$ cat config.mk
export PLATFORM = sky130hd
export DESIGN_NAME = terminal_text_sanitizer
export DESIGN_NICKNAME = d
export VERILOG_FILES = /design/src/rtl/tts_pkg.sv /design/src/rtl/tts_parser.sv /design/src/rtl/terminal_text_sanitizer.sv
export SDC_FILE = /design/constraint.sdc
export NUM_CORES = 1
export LEC_CHECK = 0
export ABC_AREA = 1
export BUFFER_PORTS_ARGS = -buffer_cell sky130_fd_sc_hd__buf_2
export CORE_MARGIN = 1
export CORE_UTILIZATION = 62
export CTS_CLUSTER_DIAMETER = 120
export DETAILED_ROUTE_END_ITERATION = 12
export GPL_ROUTABILITY_DRIVEN = 0
export PLACE_DENSITY = 0.87
export SETUP_SLACK_MARGIN = 0.15
export SYNTH_ARGS = -nofsm -noshare
export SYNTH_HDL_FRONTEND = slang
export SYNTH_SLANG_ARGS = --single-unit
$ cat constraint.sdc
create_clock -name clock -period 3 [get_ports clock]
set_input_delay 0.15 -clock clock [delete_from_list [all_inputs] [get_ports clock]]
set_output_delay 0.15 -clock clock [all_outputs]
set_load 0.01 [all_outputs]
$ cat src/rtl/tts_pkg.sv
// Shared types and character constants of the terminal text sanitizer.
package tts_pkg;

   localparam logic [7:0] BYTE_BEL   = 8'h07;
   localparam logic [7:0] BYTE_TAB   = 8'h09;
   localparam logic [7:0] BYTE_LF    = 8'h0a;
   localparam logic [7:0] BYTE_CR    = 8'h0d;
   localparam logic [7:0] BYTE_ESC   = 8'h1b;
   localparam logic [7:0] BYTE_SPACE = 8'h20;
   localparam logic [7:0] BYTE_FINAL_LO = 8'h40;
   localparam logic [7:0] BYTE_LBRACK = 8'h5b;
   localparam logic [7:0] BYTE_BSLASH = 8'h5c;
   localparam logic [7:0] BYTE_RBRACK = 8'h5d;
   localparam logic [7:0] BYTE_TILDE = 8'h7e;
   localparam logic [7:0] BYTE_HIGH  = 8'h80;
   localparam logic [7:0] CONT_MASK  = 8'hc0;

   localparam logic [6:0] CHAR_LF    = 7'h0a;
   localparam logic [6:0] CHAR_SPACE = 7'h20;
   localparam logic [6:0] CHAR_QMARK = 7'h3f;

   localparam logic [2:0] MAX_RESULTS = 3'd5;

   // What one request emits: an optional leading LF, then body_cnt copies of body_char.
   typedef struct packed {
      logic       pre_lf;
      logic [6:0] body_char;
      logic [2:0] body_cnt;
      logic       text_last;
   } plan_type;

endpackage

$ cat src/rtl/tts_parser.sv
// Escape-sequence parser and tab counter; turns one request byte into an output plan.
module tts_parser #(
   parameter int TAB_STOP = 4
) (
   input  logic              clock,
   input  logic              reset,
   input  logic              advance,
   input  logic [7:0]        in_byte,
   input  logic              in_last,
   output tts_pkg::plan_type plan
);
   import tts_pkg::*;

   localparam int CW = (TAB_STOP > 1) ? $clog2(TAB_STOP) : 1;
   localparam logic [CW-1:0] CNT_TOP = CW'(TAB_STOP - 1);
   localparam logic [4:0] STOP5 = 5'(TAB_STOP);

   typedef enum logic [2:0] {
      MODE_NORMAL  = 3'd0,
      MODE_START   = 3'd1,
      MODE_CSI     = 3'd2,
      MODE_OSC     = 3'd3,
      MODE_OSC_ESC = 3'd4,
      MODE_CR_PEND = 3'd5,
      MODE_SKIP    = 3'd6
   } mode_type;

   mode_type      mode_ff, mode_in;
   logic [CW-1:0] count_ff, count_in;

   logic          plain;
   logic [CW-1:0] cnt1;
   logic [4:0]    sp;
   logic [2:0]    cap;
   logic [2:0]    emit;
   logic [4:0]    sum;

   always_comb begin
      plain   = 1'b0;
      mode_in = MODE_NORMAL;
      plan.pre_lf    = 1'b0;
      plan.body_char = 7'd0;
      plan.body_cnt  = 3'd0;
      plan.text_last = in_last;

      case (mode_ff)
         MODE_START: begin
            if (in_byte == BYTE_LBRACK) mode_in = MODE_CSI;
            else if (in_byte == BYTE_RBRACK) mode_in = MODE_OSC;
         end
         MODE_CSI: begin
            if (!(in_byte >= BYTE_FINAL_LO && in_byte <= BYTE_TILDE)) mode_in = MODE_CSI;
         end
         MODE_OSC_ESC: begin
            if (in_byte != BYTE_BSLASH && in_byte != BYTE_BEL)
               mode_in = (in_byte == BYTE_ESC) ? MODE_OSC_ESC : MODE_OSC;
         end
         MODE_OSC: begin
            if (in_byte != BYTE_BEL)
               mode_in = (in_byte == BYTE_ESC) ? MODE_OSC_ESC : MODE_OSC;
         end
         MODE_CR_PEND: begin
            plan.pre_lf = 1'b1;
            if (in_byte != BYTE_LF) plain = 1'b1;
         end
         MODE_SKIP: begin
            if ((in_byte & CONT_MASK) == BYTE_HIGH) mode_in = MODE_SKIP;
            else plain = 1'b1;
         end
         default: plain = 1'b1;
      endcase

      if (plan.pre_lf) cnt1 = (count_ff == CNT_TOP) ? '0 : count_ff + 1'b1;
      else cnt1 = count_ff;

      sp   = STOP5 - 5'(cnt1);
      cap  = plan.pre_lf ? (MAX_RESULTS - 3'd1) : MAX_RESULTS;
      emit = (sp < 5'(cap)) ? sp[2:0] : cap;
      sum  = 5'(cnt1) + 5'(emit);

      count_in = cnt1;
      if (plain) begin
         if (in_byte == BYTE_ESC) begin
            mode_in = MODE_START;
         end else if (in_byte == BYTE_CR) begin
            if (in_last) begin
               plan.body_char = CHAR_LF;
               plan.body_cnt  = 3'd1;
            end else begin
               mode_in = MODE_CR_PEND;
            end
         end else if (in_byte == BYTE_TAB) begin
            plan.body_char = CHAR_SPACE;
            plan.body_cnt  = emit;
            count_in = (5'(emit) == sp) ? '0 : sum[CW-1:0];
         end else if (in_byte == BYTE_LF || (in_byte >= BYTE_SPACE && in_byte <= BYTE_TILDE)) begin
            plan.body_char = in_byte[6:0];
            plan.body_cnt  = 3'd1;
         end else if (in_byte >= BYTE_HIGH) begin
            plan.body_char = CHAR_QMARK;
            plan.body_cnt  = 3'd1;
            mode_in = MODE_SKIP;
         end
         if (in_byte != BYTE_TAB && plan.body_cnt != 3'd0)
            count_in = (cnt1 == CNT_TOP) ? '0 : cnt1 + 1'b1;
      end

      if (in_last) begin
         mode_in  = MODE_NORMAL;
         count_in = '0;
      end
   end

   always_ff @(posedge clock) begin
      if (reset) begin
         mode_ff  <= MODE_NORMAL;
         count_ff <= '0;
      end else if (advance) begin
         mode_ff  <= mode_in;
         count_ff <= count_in;
      end
   end

endmodule

$ cat src/rtl/terminal_text_sanitizer.sv
// Top level of the terminal text sanitizer: request register, parser and result sequencer.
// Flow: an accepted request is held in the request register, then its plan is loaded into the
// result sequencer, which presents the first result.
// Throughput: one request per cycle while rsp_stall is low and each request yields at most one
// result; more results (tab expansion, CR flush) hold the sequencer until the last is taken.
// Reset: synchronous; returns the parser to normal text mode, the output count to zero
// and empties the request register and the result sequencer.
module terminal_text_sanitizer #(
   parameter int TAB_STOP = 4
) (
   input  logic       clock,
   input  logic       reset,
   input  logic       req_valid,
   output logic       req_stall,
   input  logic [7:0] req_in_byte,
   input  logic       req_in_last,
   output logic       rsp_valid,
   input  logic       rsp_stall,
   output logic [6:0] rsp_out_char,
   output logic       rsp_char_valid,
   output logic       rsp_run_last,
   output logic       rsp_text_end
);
   import tts_pkg::*;

   logic       in_valid_ff;
   logic [7:0] in_byte_ff;
   logic       in_last_ff;

   logic       gen_valid_ff;
   logic       pre_lf_ff;
   logic [6:0] body_ff;
   logic [2:0] cnt_ff;
   logic       last_ff;

   plan_type   plan;
   logic       one_left;
   logic       gen_free;
   logic       advance;
   logic       has_output;

   tts_parser #(.TAB_STOP(TAB_STOP)) u_parser (
      .clock   (clock),
      .reset   (reset),
      .advance (advance),
      .in_byte (in_byte_ff),
      .in_last (in_last_ff),
      .plan    (plan)
   );

   assign one_left = pre_lf_ff ? (cnt_ff == 3'd0) : (cnt_ff <= 3'd1);
   assign gen_free = !gen_valid_ff || (!rsp_stall && one_left);
   assign advance  = in_valid_ff && gen_free;
   assign req_stall = in_valid_ff && !gen_free;
   assign has_output = plan.pre_lf || plan.body_cnt != 3'd0 || plan.text_last;

   assign rsp_valid      = gen_valid_ff;
   assign rsp_out_char   = pre_lf_ff ? CHAR_LF : body_ff;
   assign rsp_char_valid = pre_lf_ff || cnt_ff != 3'd0;
   assign rsp_run_last   = one_left;
   assign rsp_text_end   = one_left && last_ff;

   always_ff @(posedge clock) begin
      if (reset) begin
         in_valid_ff <= 1'b0;
      end else if (!req_stall) begin
         in_valid_ff <= req_valid;
      end
      if (!req_stall && req_valid) begin
         in_byte_ff <= req_in_byte;
         in_last_ff <= req_in_last;
      end
   end

   always_ff @(posedge clock) begin
      if (reset) begin
         gen_valid_ff <= 1'b0;
      end else if (gen_free) begin
         gen_valid_ff <= advance && has_output;
      end
      if (advance && gen_free) begin
         pre_lf_ff <= plan.pre_lf;
         body_ff   <= plan.body_char;
         cnt_ff    <= plan.body_cnt;
         last_ff   <= plan.text_last;
      end else if (gen_valid_ff && !rsp_stall && !one_left) begin
         if (pre_lf_ff) pre_lf_ff <= 1'b0;
         else cnt_ff <= cnt_ff - 3'd1;
      end
   end

endmodule
Word-level counts from Yosys, hierarchy flattened
Cells that the tools add are included.
Widths: inputs -> output; s select.
{"block": "totals", "regBits": 28, "in_bits": 13, "output_inout_bits": 12, "elab_cells": 118}
{"block": "classes", "add_sub_neg": 5, "order_cmp": 6, "n_eq_ne": 21, "mux": 46, "reduce_logical": 30}
{"cell": "$mux 3", "count": 17}
{"cell": "$mux 10", "count": 5}
{"cell": "$eq 8x4->1 const B", "count": 3}
{"cell": "$mux 2", "count": 12}
{"cell": "$eq 8x7->1 const B", "count": 2}
{"cell": "$ne 8x4->1 const B", "count": 2}
{"cell": "$pmux 3 s5", "count": 1}
{"cell": "$mux 7", "count": 2}
{"cell": "$logic_and 1x1->1", "count": 13}
{"cell": "$eq 3x3->1 const B", "count": 3}
{"cell": "$mux 9", "count": 1}
{"cell": "$reduce_bool 3->1", "count": 3}
{"cell": "$eq 8x5->1 const B", "count": 1}
{"cell": "$ge 8x6->1 const B", "count": 1}
{"cell": "$ge 8x7->1 const B", "count": 1}
{"cell": "$ge 8x8->1 const B", "count": 1}
{"cell": "$le 8x7->1 const B", "count": 1}
{"cell": "$ne 8x3->1 const B", "count": 1}
{"cell": "$ne 8x7->1 const B", "count": 1}
{"cell": "$mux 1", "count": 7}
{"cell": "$eq 2x2->1 const B", "count": 3}
{"cell": "$eq 3x2->1 const B", "count": 2}
{"cell": "$eq 3x5->1", "count": 1}
{"cell": "$logic_not 1->1", "count": 5}
{"cell": "14 further kinds", "count": 19}

Depth between registers and ports, before layout
Gate-level depths: netlist of the first run.
{"block": "depth", "word_depth": 15, "depth_mapped": 16, "ltp_nobuf": 16}

Modules after synthesis
From an unflattened synthesis of the first run, not the netlist that was laid out.
{"block": "unflattened", "hier_cells": 233, "hier_area_um2": 1815.5}
{"module": "terminal_text_sanitizer", "n_inst": 1, "cells_per_inst": 84, "area_per_inst_um2": 991.0, "seq_area_each_um2": 670.6}
{"module": "tts_parser", "n_inst": 1, "cells_per_inst": 149, "area_per_inst_um2": 824.5, "seq_area_each_um2": 100.1}

Worst setup path after synthesis of the first run
Ideal clock, no wire load.
{"block": "synth_path", "kind": "reg-to-reg", "startpoint": "register u_parser.mode_ff[0]", "endpoint": "register u_parser.count_ff[0]", "setup_ns": 0.066, "t_arrival_ns": 1.985, "path_slack_ns": 0.949, "path_stages_with_launch": 16, "path_buffers": 0, "cell_sequence": "dfxtp_1 nand3_4 inv_1 or2_1 o21ai_0 ha_1 nand2_1 nand2_1 nand2_1 nand3_4 nand4_2 nand2_1 nand2_1 nand3_1 nand2_1 a21oi_2"}
{"block": "synth_between", "elab_chain_cells": 15, "word_cells_on_any_way": 32}
{"item": "start: declaration", "line_no": "tts_parser.sv:28", "rtl": "mode_type mode_ff, mode_in;"}
{"item": "start signal: assignment", "line_no": "tts_parser.sv:119", "rtl": "mode_ff <= mode_in;"}
{"item": "branches (longest 13 deep; another with $lt 5x3->1)"}
{"item": "$mux 2 *", "line_no": "tts_parser.sv:82", "rtl": "if (plain) begin"}
{"item": "$mux 2 *", "line_no": "tts_parser.sv:108", "rtl": "if (in_last) begin"}
{"item": "end signal: assignment", "line_no": "tts_parser.sv:120", "rtl": "count_ff <= count_in;"}
{"item": "end: declaration", "line_no": "tts_parser.sv:29", "rtl": "logic [CW-1:0] count_ff, count_in;"}
Mark *: on every way between the ends. The select of a mux whose other input is x is not followed.
A chain may end at the register's enable or synchronous reset.

Final worst setup path of the first run
Ends and elaborated chain as after synthesis.

==> impl_metrics.ini, run 1 <==
[floorplan]
io_pins = 25
core-area_mm2 = 0.00285
die_h_um = 57.6
dieArea_mm2 = 0.00332
start_util_pct = 67.2
rows = 19
die_w_um = 57.6

[finish]
nNetsFinal = 283
multi_input_area_um2 = 971
syn2layout_area_growth_pct = 14.6
antenna_cells = 0
seq_area_um2 = 771
final_common_cell = nand2_1
final_cells = 293
fill_cells = 202
final_cell_mix = nand2_1 (40), inv_1 (32), nor2_1 (26)
drive_gt1_share_pct = 26.3

[critical_path]
worstRegToRegCells = 15
startpoint_type = flip-flop
cp.arrival_ns = 2.63
critPathCaptureType = flip-flop
startpoint = u_parser.mode_ff[0]
required_ns = 3.29
timing.rr.end = u_parser.count_ff[0]
crit_family = simple AND/OR/NAND/NOR gates
path_cells = nand3_4 > inv_1 > or2_1 > o21ai_0 > ha_1 > nand2_1 > nand2_1 > nand2_1 > nand3_4 > nand4_2 > nand2_1 > nand2_1 > nand3_1 > nand2_1 > a21oi_2
worst-r2r-setup-slack_ns = 0.65
cp_common_cell = nand2_1
endpoint = u_parser.count_ff[0]
worstSetupPathType = reg -> reg
critPathSlowestCell = dfxtp_1
slowest_delay_ns = 0.47
path_depth = 15
reg2reg_from = u_parser.mode_ff[0]
path_buf_inv = 1
worstPathMaxFanout = 6

[timing]
drv_slew = 0
period_share_pct = 78.2
hold_viol_final = 0
max_freq_mhz = 426
fin_setup_tns_ns = 0
min_period_ns = 2.35
finClkSkew_ns = 0.00488
rsz0062_at_grt = false
final.setup.worst_slack_ns = 0.653
setup_viol = 0
relSlewSlack_pct = 69.7
worst_slew_pin_slew_ns = 0.450

[synthesis]
synth_fp_nets = 247
synth_flop_cell = edfxtp_1
ys_seq_area_share_pct = 40.2
yosysTopAreaCellShare_pct = 32.9
synth_async_sr_flop_share_pct = 0
synthTopCellsByArea = edfxtp_1 (33%), nand2_1 (7.8%), dfxtp_1 (7.3%)
synth_area_per_cell_um2 = 8.44
synth-edff-count = 21
ys_seq_elements = 28
syn_inst = 227
synth_area_leader_cell = edfxtp_1
synth_area_mm2 = 0.00192
ys_types = 38
ys_warn_count = 0

[min_path]
hold_class = in -> reg

[status]
violations = DRC
status = complete, but fails checks

[job]
drv_cap = 0

[detailed_routing]
drcViolationCount = 2
avgRoutedWirePerCell_um = 12.6
drt_iter0_markers = 85
drt_first_pass_iters = 11
antenna_left = 0
routed_wl_um = 3690
vias = 1599
viasPerCell = 5.46

[power]
finalPower_uw = 893
vdd_ir_drop_max_uv = 286
p_per_area_mw_per_mm2 = 407
leakagePower_nw = 1.01

[clock_tree]
root_buffer = clkbuf_4
htree_levels = 1
cts.clk_slew.worst_paths_ns = 0.16
clock_path_buffers = 2
cts_tree = built
clock_latency_ns = 0.34
post_cts_buffers = 0
cts_buffers = 3
cts_hold_repair.buffers = 9
ctsResizeCount = 0
cts.sinks = 28

[global_routing]
grt-ovfl-total = 0
track_usage_pct = 24.7
grt_max_degree = 17
grt_pass1_vias = 1479
antenna_found_initial = 0
grt_pass1_wl_um = 6220

[place]
dp.cells = 280
dpl.hpwl_um = 2680
port_buffers = 24
pre_cts_ws_ns = 0.745
-- metal layers --
layer	vias to the layer above	wire, um	global-route usage, %
li1	818	-	-
met3	11	193	2.04
met4	0	104	9.41
met2	62	1830	44.4
met1	708	1560	30.8
met5	-	0	0
-- Yosys cell counts, types with 4 or more instances --
cell type / instances
o21ai_1: 5
edfxtp_1: 21
o21ai_0: 5
inv_1: 32
nor2_1: 26
nand2_2: 4
nor2_4: 5
nand4_1: 5
inv_2: 7
nand2_1: 40
dfxtp_1: 7
nor2_2: 5
ha_1: 7
a21oi_1: 11
nand2_4: 4
nand3_1: 12
-- sequential cells by signal, indices dropped and copies added (netlist names) --
signal,cells
in_last_ff,1
pre_lf_ff,1
in_valid_ff,1
in_byte_ff,8
u_parser.mode_ff,3
u_parser.count_ff,2
cnt_ff,3
body_ff,7
rsp_valid,1
last_ff,1
-- worst min path at each step --
stage                                 to            from  cells past startpoint
finish                       in_valid_ff       req_valid                      3
global route                 in_valid_ff       req_valid                      3
CTS                 u_parser.count_ff[0]           reset                      2
detailed placement         in_byte_ff[5]  req_in_byte[5]                      1
global placement           in_byte_ff[5]  req_in_byte[5]                      1
floorplan           u_parser.count_ff[0]           reset                      1
-- report_power, final --
part / leakage, nW / switching (mW) / total [mW] / internal [mW]
Sequential: 0.258 / 0.0228 / 0.470 / 0.448
Clock: 0.0279 / 0.117 / 0.252 / 0.135
Combinational: 0.728 / 0.104 / 0.170 / 0.0667
Total: 1.01 / 0.243 / 0.893 / 0.650
-- through the flow --
step | hold slack (ns) | area (um^2) | utilization, %
after floorplan | 0.212 | 1920 | -
after global placement | 0.326 | 2050 | 72.0
after detailed placement | 0.328 | 2050 | 72.0
after CTS | 0.0625 | 2200 | 77.0
after global routing | 0.0644 | 2200 | 77.0
final | 0.0603 | 2200 | 77.0
-- tightest hold or removal path: cells and delay by family --
family,cells,cell delay [ns]
buffers and inverters,1,0.09
AO/OA/AOI/OAI,1,0.06
AND/OR/NAND/NOR,1,0.07
-- kinds of logic (layout without fill, tap and decap cells) --
group                      count (synthesis)  after routing  synth area share, %
xor gates and xnor gates                   1              1                0.457
buffers and inverters                     42             77                 9.14
and+or+nand+nor                          117            117                 34.9
DFF                                       28             28                 40.2
AOI/OAI and AO/OA                         32             32                 10.8
adders and majority gates                  7              7                 4.57
-- cell type report --
class / instances / area share, %
clock inverters: 1 / 1.37
flip-flops and latches: 28 / 35.1
inverters: 40 / 6.95
well taps: 31 / 1.77
multi-input cells: 157 / 44.2
repair buffers: 33 / 9.57
clock buffers: 3 / 1.03
Note: power is estimated with default switching activity, not from simulation.
==> run 2, diff against run 1 <==
- CORE_UTILIZATION: 62 -> 57
- PLACE_DENSITY: 0.87 -> 0.81
- clock period: 3 -> 2.38 ns (I/O delays scaled with it)
==> run 2 against run 1 <==
  * The run now ends clean
  * Clock-buffer cell count unchanged
  * Cell area rose by 4.4%
  * Clock power is 26% higher
  * Worst hold slack lost 0.048 ns
  * Combinational power is 34% higher
  * Sequential power increased by 26%
  * Core utilization down 3.7 points
  * First-iteration DRC count decreased by 18%
  * Clock skew increased by 0.0058 ns
  * Non-clock buffer count rose by 4
  * Fmax increased by 12%
==> impl_metrics.ini, run 2 (synthesis gave the netlist of run 1 again) <==
[timing]
final.setup.worst_slack_ns = 0.290
hold_viol_final = 0
finClkSkew_ns = 0.0107
rsz0062_at_grt = false
drv_slew = 0
worst_slew_pin_slew_ns = 0.409
setup_viol = 0
min_period_ns = 2.09
fin_setup_tns_ns = 0
period_share_pct = 87.8
max_freq_mhz = 479
relSlewSlack_pct = 72.4

[critical_path]
worstPathMaxFanout = 5
worstSetupPathType = reg -> reg
required_ns = 2.67
worstRegToRegCells = 14
cp.arrival_ns = 2.38
startpoint_type = flip-flop
critPathCaptureType = flip-flop

[power]
vdd_ir_drop_max_uv = 340
p_per_area_mw_per_mm2 = 495
finalPower_mw = 1.14
leakagePower_nw = 1.04

[floorplan]
rows = 20
die_h_um = 60.0
start_util_pct = 61.3
die_w_um = 60.0
dieArea_mm2 = 0.00360
io_pins = 25
core-area_mm2 = 0.00313

[global_routing]
antenna_found_initial = 0
grt_max_degree = 17
grt-ovfl-total = 0
grt_pass1_vias = 1360
grt_pass1_wl_um = 5640
track_usage_pct = 21.1

[finish]
final_cell_mix = nand2_1 (40), inv_1 (31), nor2_1 (25)
nNetsFinal = 287
largest_register_ffs = 8
regMostFlops = in_byte_ff
syn2layout_area_growth_pct = 19.6
biggestRegsByFlops = in_byte_ff (8), body_ff (7)
antenna_cells = 0
drive_gt1_share_pct = 30.8
final_common_cell = nand2_1
final_util_pct = 73.3

[clock_tree]
clock_path_buffers = 2
cts.clk_slew.worst_paths_ns = 0.16
root_buffer = clkbuf_4
clock_latency_ns = 0.34
htree_levels = 1
cts_tree = built
cts.sinks = 28
cts_buffers = 3

[detailed_routing]
routed_wl_um = 3620
vias = 1577
avgRoutedWirePerCell_um = 11.7
drt_iter0_markers = 70
drcViolationCount = 0
antenna_left = 0
drt_first_pass_iters = 5
viasPerCell = 5.09

[place]
pre_cts_ws_ns = 0.109
dpl.hpwl_um = 2610
port_buffers = 24

[min_path]
hold_depth = 2
hold_class = in -> reg

[status]
status = finished, final reports clean

[job]
drv_cap = 0
==> run 2: area by class of cell <==
| class | instances | area, um^2 |
|---|---|---|
| Clock inverter | 1 | 30.0 |
| Clock buffer | 3 | 22.5 |
| Inverter | 40 | 155 |
| Timing Repair Buffer | 37 | 240 |
| Fill cell | 234 | 835 |
| Multi-Input combinational cell | 157 | 1020 |
| Sequential cell | 28 | 774 |
| Tap cell | 44 | 55.1 |
==> run 2: worst paths after layout <==
check,startpoint,endpoint,slack [ns]
setup / recovery,u_parser.count_ff[0],u_parser.count_ff[1],0.29
hold / removal,reset,u_parser.count_ff[0],0.01
setup reg to reg,u_parser.count_ff[0],u_parser.count_ff[1],0.29
hold reg to reg,u_parser.mode_ff[1],u_parser.mode_ff[1],0.50
==> run 2: layer usage <==
metal,vias to the layer above,global-route usage [%],part of all wire [%]
met1,687,26.0,45
met5,-,0,0
li1,826,-,-
met2,57,38.6,49
met3,7,1.95,4.3
met4,0,6.98,1.8
==> run 2: critical path: stages (launching register included) <==
cell,delay [ns]
dfxtp_1,0.42
ha_1,0.19
nor2_2,0.05
o21ai_4,0.27
ha_1,0.22
nand2_1,0.09
nand2_1,0.07
nand2_1,0.08
nand3_4,0.13
nand2_2,0.06
nor2_2,0.13
nand4_1,0.10
nand3_1,0.09
nand2_1,0.05
a21oi_1,0.10
==> run 2: power by group <==
part	total, mW	leakage (nW)	switching (mW)	internal [mW]
clock network	0.318	0.0279	0.147	0.170
registers	0.591	0.259	0.0265	0.565
logic	0.227	0.754	0.135	0.0920
total	1.14	1.04	0.309	0.827
==> run 2: per-stage QoR <==
stage | hold slack (ns) | area (um^2) | instances
after floorplan | 0.181 | 1920 | 227
after global routing | 0.0159 | 2290 | 310
final | 0.0128 | 2290 | 310
after global placement | 0.295 | 2080 | 294
after detailed placement | 0.297 | 2080 | 294
after CTS | 0.0156 | 2240 | 309
==> run 2: what timing repair did <==
item | in CTS | in global routing
resized for setup | 3 | 10
setup buffers | 2 | 1
hold endpoints to repair | 9 | 0
cloned | 0 | 0
pin swaps | 1 | 1
endpoints found under the setup margin | 4 | 4
hold buffers | 9 | 0
==> run 3, diff against run 2 <==
- PLACE_DENSITY: 0.81 -> default
- PLACE_DENSITY_LB_ADDON: default -> 0.2
==> run 3 against run 2 <==
  * Core utilization fell by 1.1 points
  * Flip-flop and latch count unchanged
  * Worst hold slack improved by 0.013 ns
  * Cell area is 1.5% lower
  * Combinational power is 3% lower
  * Global-route usage is 0.49 points lower
  * Critical path type unchanged
  * Largest power group unchanged
==> impl_metrics.ini, run 3 (synthesis gave the netlist of run 1 again) <==
[status]
status = finished, final reports clean

[critical_path]
worstPathMaxFanout = 6
startpoint_type = flip-flop
reg2reg_from = u_parser.mode_ff[1]
required_ns = 2.66
critPathCaptureType = flip-flop
startpoint = u_parser.mode_ff[1]
cp_common_cell = nand2_1
crit_family = simple AND/OR/NAND/NOR gates
path_buf_inv = 3
cp.arrival_ns = 2.47
critPathSlowestCell = dfxtp_2
path_cells = inv_4 > nand3_4 > inv_4 > or2_1 > o21ai_2 > ha_2 > buf_4 > o21ai_2 > nand4_4 > nand2_1 > nand2_1 > nand3_1 > nand2_1 > a21oi_2
worstSetupPathType = reg -> reg
slowest_delay_ns = 0.39

[detailed_routing]
routed_wl_um = 3590
drt_first_pass_iters = 5
viasPerCell = 5.04
vias = 1552
avgRoutedWirePerCell_um = 11.7
drcViolationCount = 0
antenna_left = 0
drt_iter0_markers = 49

[timing]
drv_slew = 0
hold_viol_final = 0
worst_slew_pin_slew_ns = 0.392
finClkSkew_ns = 0.00417
min_period_ns = 2.19
relSlewSlack_pct = 73.6
rsz0062_at_grt = false
fin_setup_tns_ns = 0
period_share_pct = 92.0
max_freq_mhz = 457
setup_viol = 0

[job]
drv_cap = 0

[global_routing]
grt_pass1_vias = 1340
antenna_found_initial = 0
grt-ovfl-total = 0
grt_max_degree = 17
track_usage_pct = 20.7
grt_pass1_wl_um = 5530

[finish]
final_util_pct = 72.2
syn2layout_area_growth_pct = 17.8
drive_gt1_share_pct = 29.9
final_cell_mix = nand2_1 (39), inv_1 (31), nor2_1 (25)
regMostFlops = in_byte_ff
biggestRegsByFlops = in_byte_ff (8), body_ff (7)
largest_register_ffs = 8
fill_cells = 245
antenna_cells = 0
nNetsFinal = 285
final_cells = 308
final_common_cell = nand2_1

[place]
port_buffers = 24
dp.cells = 294
dpl.hpwl_um = 2670

[floorplan]
rows = 20
die_w_um = 60.0
start_util_pct = 61.3
dieArea_mm2 = 0.00360
io_pins = 25
die_h_um = 60.0
core-area_mm2 = 0.00313

[clock_tree]
cts_buffers = 3
cts.clk_slew.worst_paths_ns = 0.15
clock_path_buffers = 2
cts.sinks = 28
root_buffer = clkbuf_4
clock_latency_ns = 0.33
htree_levels = 1
cts_tree = built

[power]
p_per_area_mw_per_mm2 = 498
leakagePower_nw = 1.03
vdd_ir_drop_max_uv = 314

[min_path]
hold_class = in -> reg
hold_start = reset
-- run 3: changes by cell type in the layout (fill, tap and decap cells not counted), sizes merged --
cell | before | now
buf | 28 | 26
-- run 3: layout make-up --
type                            instances  area (um^2)  area share, %
Inverter                               40          158           6.98
Clock buffer                            3         22.5          0.997
Tap cell                               44         55.1           2.44
Timing Repair Buffer                   35          225           9.97
Clock inverter                          1         30.0           1.33
Sequential cell                        28          777           34.4
Multi-Input combinational cell        157          991           43.9
-- run 3: repair_timing --
item / 4_1_cts / 5_1_grt
gates cloned: 0 / 0
endpoints found under the hold margin: 9 / 0
hold buffers: 9 / 0
endpoints found under the setup margin: 3 / 4
pin swaps: 1 / 2
buffers inserted: 1 / 0
resized for setup: 2 / 11
-- run 3: where the power goes --
part | internal (mW) | total [mW] | switching, mW | leakage [nW]
logic | 0.0885 | 0.220 | 0.132 | 0.739
clock network | 0.170 | 0.313 | 0.143 | 0.0279
registers | 0.564 | 0.591 | 0.0272 | 0.260
-- run 3: layer usage --
metal | global-route usage [%] | share of wire [%]
met5 | 0 | 0
met4 | 7.97 | 1.7
met3 | 2.60 | 3.7
met2 | 37.1 | 50
met1 | 24.9 | 44
-- run 3: final timing paths --
check | to | slack (ns) | depth (start not counted)
hold reg to reg | u_parser.mode_ff[1] | 0.51 | 2
hold / removal | u_parser.mode_ff[2] | 0.03 | 2
setup reg to reg | u_parser.count_ff[0] | 0.19 | 14
setup / recovery | u_parser.count_ff[0] | 0.19 | 14
-- run 3: metrics by stage --
| stage | instance area (um^2) | hold WS (ns) | worst slack (ns) | power (mW) |
|---|---|---|---|---|
| floorplan | 1920 | 0.181 | 0.329 | 0.751 |
| global placement | 2080 | 0.295 | 0.202 | 0.800 |
| detailed placement | 2080 | 0.297 | 0.0968 | 0.806 |
| CTS | 2230 | 0.0281 | 0.157 | 1.12 |
| global route | 2260 | 0.0254 | 0.0968 | 1.17 |
| finish | 2260 | 0.0261 | 0.191 | 1.12 |
